===== config.mk =====
export PLATFORM = sky130hd
export DESIGN_NAME = swcs_arith
export DESIGN_NICKNAME = d
export VERILOG_FILES = /design/src/rtl/core/swcs_pkg.sv /design/src/rtl/core/swcs_arith.sv
export SDC_FILE = /design/constraint.sdc
export NUM_CORES = 1
export LEC_CHECK = 0
export BUFFER_PORTS_ARGS = -buffer_cell sky130_fd_sc_hd__buf_2
export CAP_MARGIN = 15
export CORE_MARGIN = 2
export CORE_UTILIZATION = 50
export DETAILED_ROUTE_END_ITERATION = 10
export GPL_ROUTABILITY_DRIVEN = 1
export PLACE_DENSITY = 0.68
export SETUP_SLACK_MARGIN = 0.5
export SYNTH_ARGS = -nofsm -noshare
export SYNTH_HDL_FRONTEND = slang
export SYNTH_SLANG_ARGS = --single-unit

===== constraint.sdc =====
create_clock -name clk -period 12.3 [get_ports clk]
set_clock_uncertainty 0.15 [all_clocks]
set_input_delay 1.23 -clock clk [delete_from_list [all_inputs] [get_ports clk]]
set_output_delay 1.23 -clock clk [all_outputs]
set_load 0.01 [all_outputs]

===== src/rtl/core/swcs_pkg.sv =====
package swcs_pkg;

  localparam int NUM_CH = 10;
  localparam int SAMPLE_W = 24;
  localparam int WINDOW_DEPTH_DEF = 80;
  localparam int SUM_W = 64;
  localparam int FILL_W = 7;

  localparam logic OP_PUSH = 1'b0;
  localparam logic OP_QUERY = 1'b1;

  typedef struct packed {
    logic               opcode;
    logic [3:0]         query_column;
    logic signed [23:0] sample_ch0;
    logic signed [23:0] sample_ch1;
    logic signed [23:0] sample_ch2;
    logic signed [23:0] sample_ch3;
    logic signed [23:0] sample_ch4;
    logic signed [23:0] sample_ch5;
    logic signed [23:0] sample_ch6;
    logic signed [23:0] sample_ch7;
    logic signed [23:0] sample_ch8;
    logic signed [23:0] sample_ch9;
  } in_item_t;

  typedef struct packed {
    logic signed [23:0] window_mean;
    logic [22:0]        window_rms;
    logic signed [23:0] window_minimum;
    logic [23:0]        window_peak_magnitude;
    logic [25:0]        imbalance_mean;
    logic [6:0]         fill_count;
  } out_item_t;

  typedef enum logic [3:0] {
    ST_IDLE,
    ST_PUSH_RD,
    ST_PUSH_SUB,
    ST_PUSH_ADD,
    ST_Q_RD,
    ST_Q_SCAN,
    ST_Q_DIV_IMB,
    ST_Q_DIV_MEAN,
    ST_Q_DIV_SQ,
    ST_Q_SQRT,
    ST_OUT
  } state_t;

  // Start request to the iterative arithmetic unit.
  typedef struct packed {
    logic            start;
    logic            is_sqrt;
    logic [SUM_W-1:0] operand;
    logic [SUM_W-1:0] divisor;
  } arith_req_t;

  typedef struct packed {
    logic             done;
    logic [SUM_W-1:0] result;
  } arith_rsp_t;

endpackage


===== src/rtl/core/swcs_arith.sv =====
// Shared unsigned divider (one quotient bit per cycle) and square root
// (one result bit per cycle).
module swcs_arith (
  input  logic                clk,
  input  logic                rst,
  input  swcs_pkg::arith_req_t req,
  output swcs_pkg::arith_rsp_t rsp
);

  localparam int W = swcs_pkg::SUM_W;

  logic             busy;
  logic             is_sqrt;
  logic [6:0]       cnt;
  logic [W-1:0]     num;
  logic [W-1:0]     den;
  logic [W:0]       rem;
  logic [W-1:0]     quo;
  logic [W+1:0]     srem;
  logic [W-1:0]     sres;
  logic             done;

  logic [W:0]       rem_sh;
  logic [W+1:0]     srem_sh;
  logic [W+1:0]     trial;

  always_comb begin
    rem_sh = {rem[W-1:0], num[W-1]};
    srem_sh = {srem[W-1:0], num[W-1:W-2]};
    trial = {sres, 2'b01};
  end

  always_ff @(posedge clk) begin
    if (rst) begin
      busy <= 1'b0;
      done <= 1'b0;
    end else begin
      done <= 1'b0;
      if (req.start) begin
        busy <= 1'b1;
        is_sqrt <= req.is_sqrt;
        num <= req.operand;
        den <= req.divisor;
        rem <= '0;
        quo <= '0;
        srem <= '0;
        sres <= '0;
        cnt <= req.is_sqrt ? 7'(W / 2) : 7'(W);
      end else if (busy) begin
        if (is_sqrt) begin
          num <= {num[W-3:0], 2'b00};
          if (srem_sh >= trial) begin
            srem <= srem_sh - trial;
            sres <= {sres[W-2:0], 1'b1};
          end else begin
            srem <= srem_sh;
            sres <= {sres[W-2:0], 1'b0};
          end
        end else begin
          num <= {num[W-2:0], 1'b0};
          if (rem_sh >= {1'b0, den}) begin
            rem <= rem_sh - {1'b0, den};
            quo <= {quo[W-2:0], 1'b1};
          end else begin
            rem <= rem_sh;
            quo <= {quo[W-2:0], 1'b0};
          end
        end
        cnt <= cnt - 7'd1;
        if (cnt == 7'd1) begin
          busy <= 1'b0;
          done <= 1'b1;
        end
      end
    end
  end

  assign rsp.done = done;
  assign rsp.result = is_sqrt ? sres : quo;

  a_no_restart: assert property (@(posedge clk) disable iff (rst)
    busy |-> !req.start) else $error("arith restarted while busy");
  a_done_after_busy: assert property (@(posedge clk) disable iff (rst)
    rsp.done |-> !busy) else $error("done while busy");
  a_cnt_range: assert property (@(posedge clk) disable iff (rst)
    busy |-> cnt != 7'd0) else $error("counter underflow");

endmodule


Yosys cells after proc, flatten, opt, wreduce, memory -nomap -nowiden
Cells that the tools add are included.
{ "totals": {"ff_bits": 394, "input_bits": 132} }
{ "classes": {"add_sub_neg": 3, "magnitude_cmp": 2, "n_eq_ne": 2, "n_mux": 23, "bitwise": 2, "n_reduce_logical": 7} }
{ "ops": {"columns": ["operator", "count"], "rows": [
  ["64-bit 2-to-1 mux", 14],
  ["64-bit subtractor", 2],
  ["66-bit >= comparator", 1],
  ["65-bit by 64-bit >= comparator with 1-bit output", 1],
  ["7-bit 2-to-1 mux", 3],
  ["7-bit by 1-bit equality test with 1-bit output (second input constant)", 1],
  ["7-bit by 1-bit subtractor with 7-bit output (second input constant)", 1],
  ["1-bit 2-to-1 mux", 6],
  ["3-bit AND reduction", 2],
  ["2-bit AND reduction", 2],
  ["2-bit nonzero test", 2],
  ["3-bit OR reduction", 1],
  ["2-bit inequality test (second input constant)", 1],
  ["1-bit NOT", 2]
]} }

Logic depth before layout (Yosys ltp)
{ "depth": {"depth_word": 4, "ltp_mapped": 17} }

Worst setup path after synthesis
No wires, ideal clock.
{ "synth_path": {"path_type": "input-to-reg", "from": "in req[129] in the netlist's numbering", "to": "reg quo[0], enable pin", "arrival_time_ns": 8.552, "required_ns": 11.492, "path_slack_ns": 2.940, "stages": 6, "n_path_buf": 3, "path_cell_list": "clkbuf_1 -> clkbuf_1 -> clkbuf_1 -> nor2_1 -> or2_2 -> a21oi_1"} }
{ "synth_via": {"elab_chain_len": 2, "word_cells_on_any_way": 3} }
{ "synth_rtl": {"columns": ["element", "line", "source"], "rows": [
  ["from (decl)", "swcs_arith.sv:6", "input swcs_pkg::arith_req_t req,"],
  ["2-bit inequality test (no source line) or 2-bit nonzero test (tied branches)", null, null],
  ["3-bit AND reduction (no source line) *", null, null],
  ["to (signal assigned)", "swcs_arith.sv:63", "quo <= {quo[W-2:0], 1'b1};"],
  ["to (signal assigned)", "swcs_arith.sv:66", "quo <= {quo[W-2:0], 1'b0};"],
  ["to (decl)", "swcs_arith.sv:18", "logic [W-1:0] quo;"]
]} }
Every way passes the cells marked *; elsewhere a longest branch is shown, timed or not.
A chain may end at the register's enable or synchronous reset.

Worst setup path after layout
{ "layout_path": {"from": "reg srem[4]", "to": "reg srem[60] (data pin)"} }
{ "layout_via": {"elab_chain_len": 4, "word_cells_on_any_way": 5} }
{ "layout_rtl": {"columns": ["element", "line", "source"], "rows": [
  ["from (decl)", "swcs_arith.sv:19", "logic [W+1:0] srem;"],
  ["from (signal assigned)", "swcs_arith.sv:53", "srem <= srem_sh - trial;"],
  ["from (signal assigned)", "swcs_arith.sv:56", "srem <= srem_sh;"],
  ["64-bit subtractor or 66-bit >= comparator (tied branches)", "swcs_arith.sv:53, swcs_arith.sv:52", null],
  ["64-bit 2-to-1 mux *", "swcs_arith.sv:52", "if (srem_sh >= trial) begin"],
  ["64-bit 2-to-1 mux *", "swcs_arith.sv:50", "if (is_sqrt) begin"],
  ["64-bit 2-to-1 mux *", "swcs_arith.sv:49", "end else if (busy) begin"]
]} }
Every way passes the cells marked *; elsewhere a longest branch is shown, timed or not. The select of a mux whose other input is x is not followed.

==> flow_summary.yaml <==
detailed_routing:
  wl_per_cell_microns: 17.6
  wl_met3_mm: 2.56
  ant_nets: 0
  drc: 0
  wl_met1_mm: 26.3
  vias: 18500
  dr.first_iter.drc_count: 1075
  highest_layer: "met4"
  dr.pass1.iters: 5
  viasPerCell: 5.63
  route.met2.wl_mm: 27.6
  totalWireLength_mm: 58.0
cts:
  numCtsBuffers: 44
  clk_latency_ns: 0.58
  cts_tree: "built"
  cts_resized: 0
  cts_hold_buf: 0
  clk_pin_slew_worst_paths_ns: 0.06
  cts_max_level: 2
  cts_buffer_depth: 3
  cts.sinks: 394
  cts_root_buf: "clkbuf_16"
  post_cts_buffers: 0
power_and_ir_drop:
  ir_worst_vdd_mv: 0.122
  cellPowerDensity_mw_per_mm2: 141
  leakagePower_uw: 0.0113
critical_path:
  slowest_stage: "o22a_4"
  reg2regPathDepth: 12
  critPathLaunchType: "flip-flop"
  cp_top_family: "compound AO/OA/AOI/OAI gates"
  r2r-end: "srem[60]"
  cp_num_buf_inv: 0
  critical_path.max_fanout: 68
  end_kind: "flip-flop"
  critPathArrivalTime_ns: 4.61
  worstPathRequired_ns: 12.54
  rr_startpoint: "srem[4]"
  critPathMaxStageDelay_ns: 0.96
  rrSetupSlack_ns: 7.92
  path_cells: "ha_1 -> nand4_2 -> a2111oi_4 -> o311ai_2 -> nand3_1 -> o211ai_2 -> a211oi_2 -> o21ai_2 -> nand2_2 -> o22a_4 -> nand2_1 -> o22ai_1"
  critPathKind: "reg -> reg"
outcome:
  status: "completed"
synth:
  synthCells: 2470
  async_reset_ff_share_pct: 0
  synth_cell_type_count: 80
  yosys_warnings: 0
  syn_area_sq_mm: 0.0247
  synth_edf_count: 392
  yosysSeqAreaShare_pct: 47.8
  syn_avg_cell_area_sq_um: 10.0
  syn_nets: 2735
  synth_flop_cell: "edfxtp_1"
  synth-seq-cells: 394
layout:
  regArea_sq_mm: 0.0118
  antennaDiodeCount: 0
  multiInputGateArea_sq_mm: 0.0117
  fillCellCount: 4367
  final_layout_size_suffix_gt1_share_pct: 14.5
  nNetsFinal: 2857
  utilization_pct: 56.4
  area_growth_pct: 11.4
grt:
  grt-ovfl-total: 0
  grt_pass1_vias: 18000
  grtUsageTotal_pct: 22.4
  grt_max_degree: 136
  grt_pass1_wl_mm: 93.0
  antenna_found_initial: 0
place:
  port_buffers: 196
  globalplace.congestion: 0.923
  dp_hpwl_mm: 40.3
sta:
  grt_setup_unrepaired: "false"
  tns_ns: 0
  maxSlewViolCount: 0
  fmax_mhz: 229
  setup_viol: 0
  tightest_slew_ns: 1.19
  finalHoldViolCount: 0
  timing.hold.ws_ns: 0.337
  fin_crit_ns: 4.38
  max-slew-margin-rel_pct: 20.9
  fin_crit_sh_pct: 35.6
run:
  cap_violations: 0
hold_path:
  hp-class: "reg -> reg"
  worstHoldStart: "busy"
  whs_endpoint: "done"
  holdPathStages: 1
die:
  ios: 197
  num_rows: 81
  die-area_sq_mm: 0.0512
  coreArea_sq_mm: 0.0488
  die_width_microns: 226
  initial_core_util_pct: 50.6
  die_h_microns: 226
## per-layer routing
metal | vias to the layer above | global-route usage, %
li1 | 9106 | -
met1 | 8864 | 30.9
met2 | 466 | 37.3
met3 | 99 | 2.79
met4 | 0 | 6.35
met5 | - | 0
## where the power goes
group,switching [uW],internal [uW],leakage [uW]
logic,553,366,0.00684
registers,47.6,1610,0.00378
clock network,551,755,0.000678
## cells in the final DEF, fill, tap and decap left out, types with 12 or more instances in the layout
cell       count
nand2_1      250
nor2b_1       76
inv_1        172
nor2_1       230
nand3_1       42
buf_2        195
mux2i_1      115
o21a_1        14
a21o_1        66
edfxtp_1     392
buf_4         14
xnor2_1       73
clkbuf_16     45
nand2b_1      13
a211oi_1      22
xor2_1        44
ha_1         132
o21bai_1      28
and3_1        12
or2_2         12
nand4_1       47
a31oi_1       16
o21ai_0      136
mux2_2        64
nor3_1        28
a21oi_1      200
## cell type report
class	count	area share, %
inverters	173	2.36
clock inverters	28	0.918
repair buffers	210	3.98
multi-input cells	1769	42.6
well taps	664	3.02
flip-flops and latches	394	42.9
clock buffers	52	4.19
## cells in the mapped netlist, drive strengths merged, types with 66 or more instances
master	n	share of area, %
edfxtp	392	48
nand2	252	3.8
nor2	232	3.5
a21oi	203	4.1
inv	173	2.6
o21ai	148	3.0
ha	132	6.7
mux2i	115	4.7
clkbuf	103	1.6
nor2b	76	1.9
xnor2	73	2.6
a21o	66	2.0
## logic make-up after synthesis
logic type | count (synthesis) | share of synthesized area, %
and+or+nand+nor | 762 | 14.2
AOI/OAI and AO/OA | 578 | 14.6
DFF | 394 | 47.8
buffers and inverters | 307 | 4.87
muxes | 179 | 7.57
adders and majority gates | 133 | 6.76
xor gates and xnor gates | 117 | 4.15
## registers in the layout (all words and copies together), names as in the netlist
name,cells
den,64
is_sqrt,1
cnt,7
srem,64
done,1
num,64
rem,64
busy,1
quo,64
sres,64
## per-stage QoR
step	cell area, sq um	instances	power (uW)	setup slack [ns]
after floorplan	24700	2470	2370	2.94
after global placement	26100	3210	2570	7.58
after detailed placement	26100	3210	2590	7.45
after CTS	27500	3290	3910	7.89
after global routing	27500	3290	4070	7.56
final	27500	3290	3880	7.92
## worst max path at each step
stage                     startpoint        to  depth (start not counted)  slack (ns)
final                        srem[4]  srem[60]                         12        7.92
after detailed placement    req[129]    quo[3]                          4        7.45
after global routing         srem[4]  srem[57]                         12        7.56
after CTS                    srem[4]  srem[60]                         12        7.89
after global placement      req[129]    quo[3]                          4        7.58
after floorplan             req[129]    quo[0]                          6        2.94
## worst register-to-register path, delay by kind of cell (launching register included)
| kind | cells | cell delay, ns |
|---|---|---|
| adder cells (fa/ha/maj) | 1 | 0.40 |
| AND/OR/NAND/NOR | 4 | 0.88 |
| AO/OA/AOI/OAI | 7 | 2.36 |
| flip-flops | 1 | 0.40 |
Power figures use the tool's default switching activity.
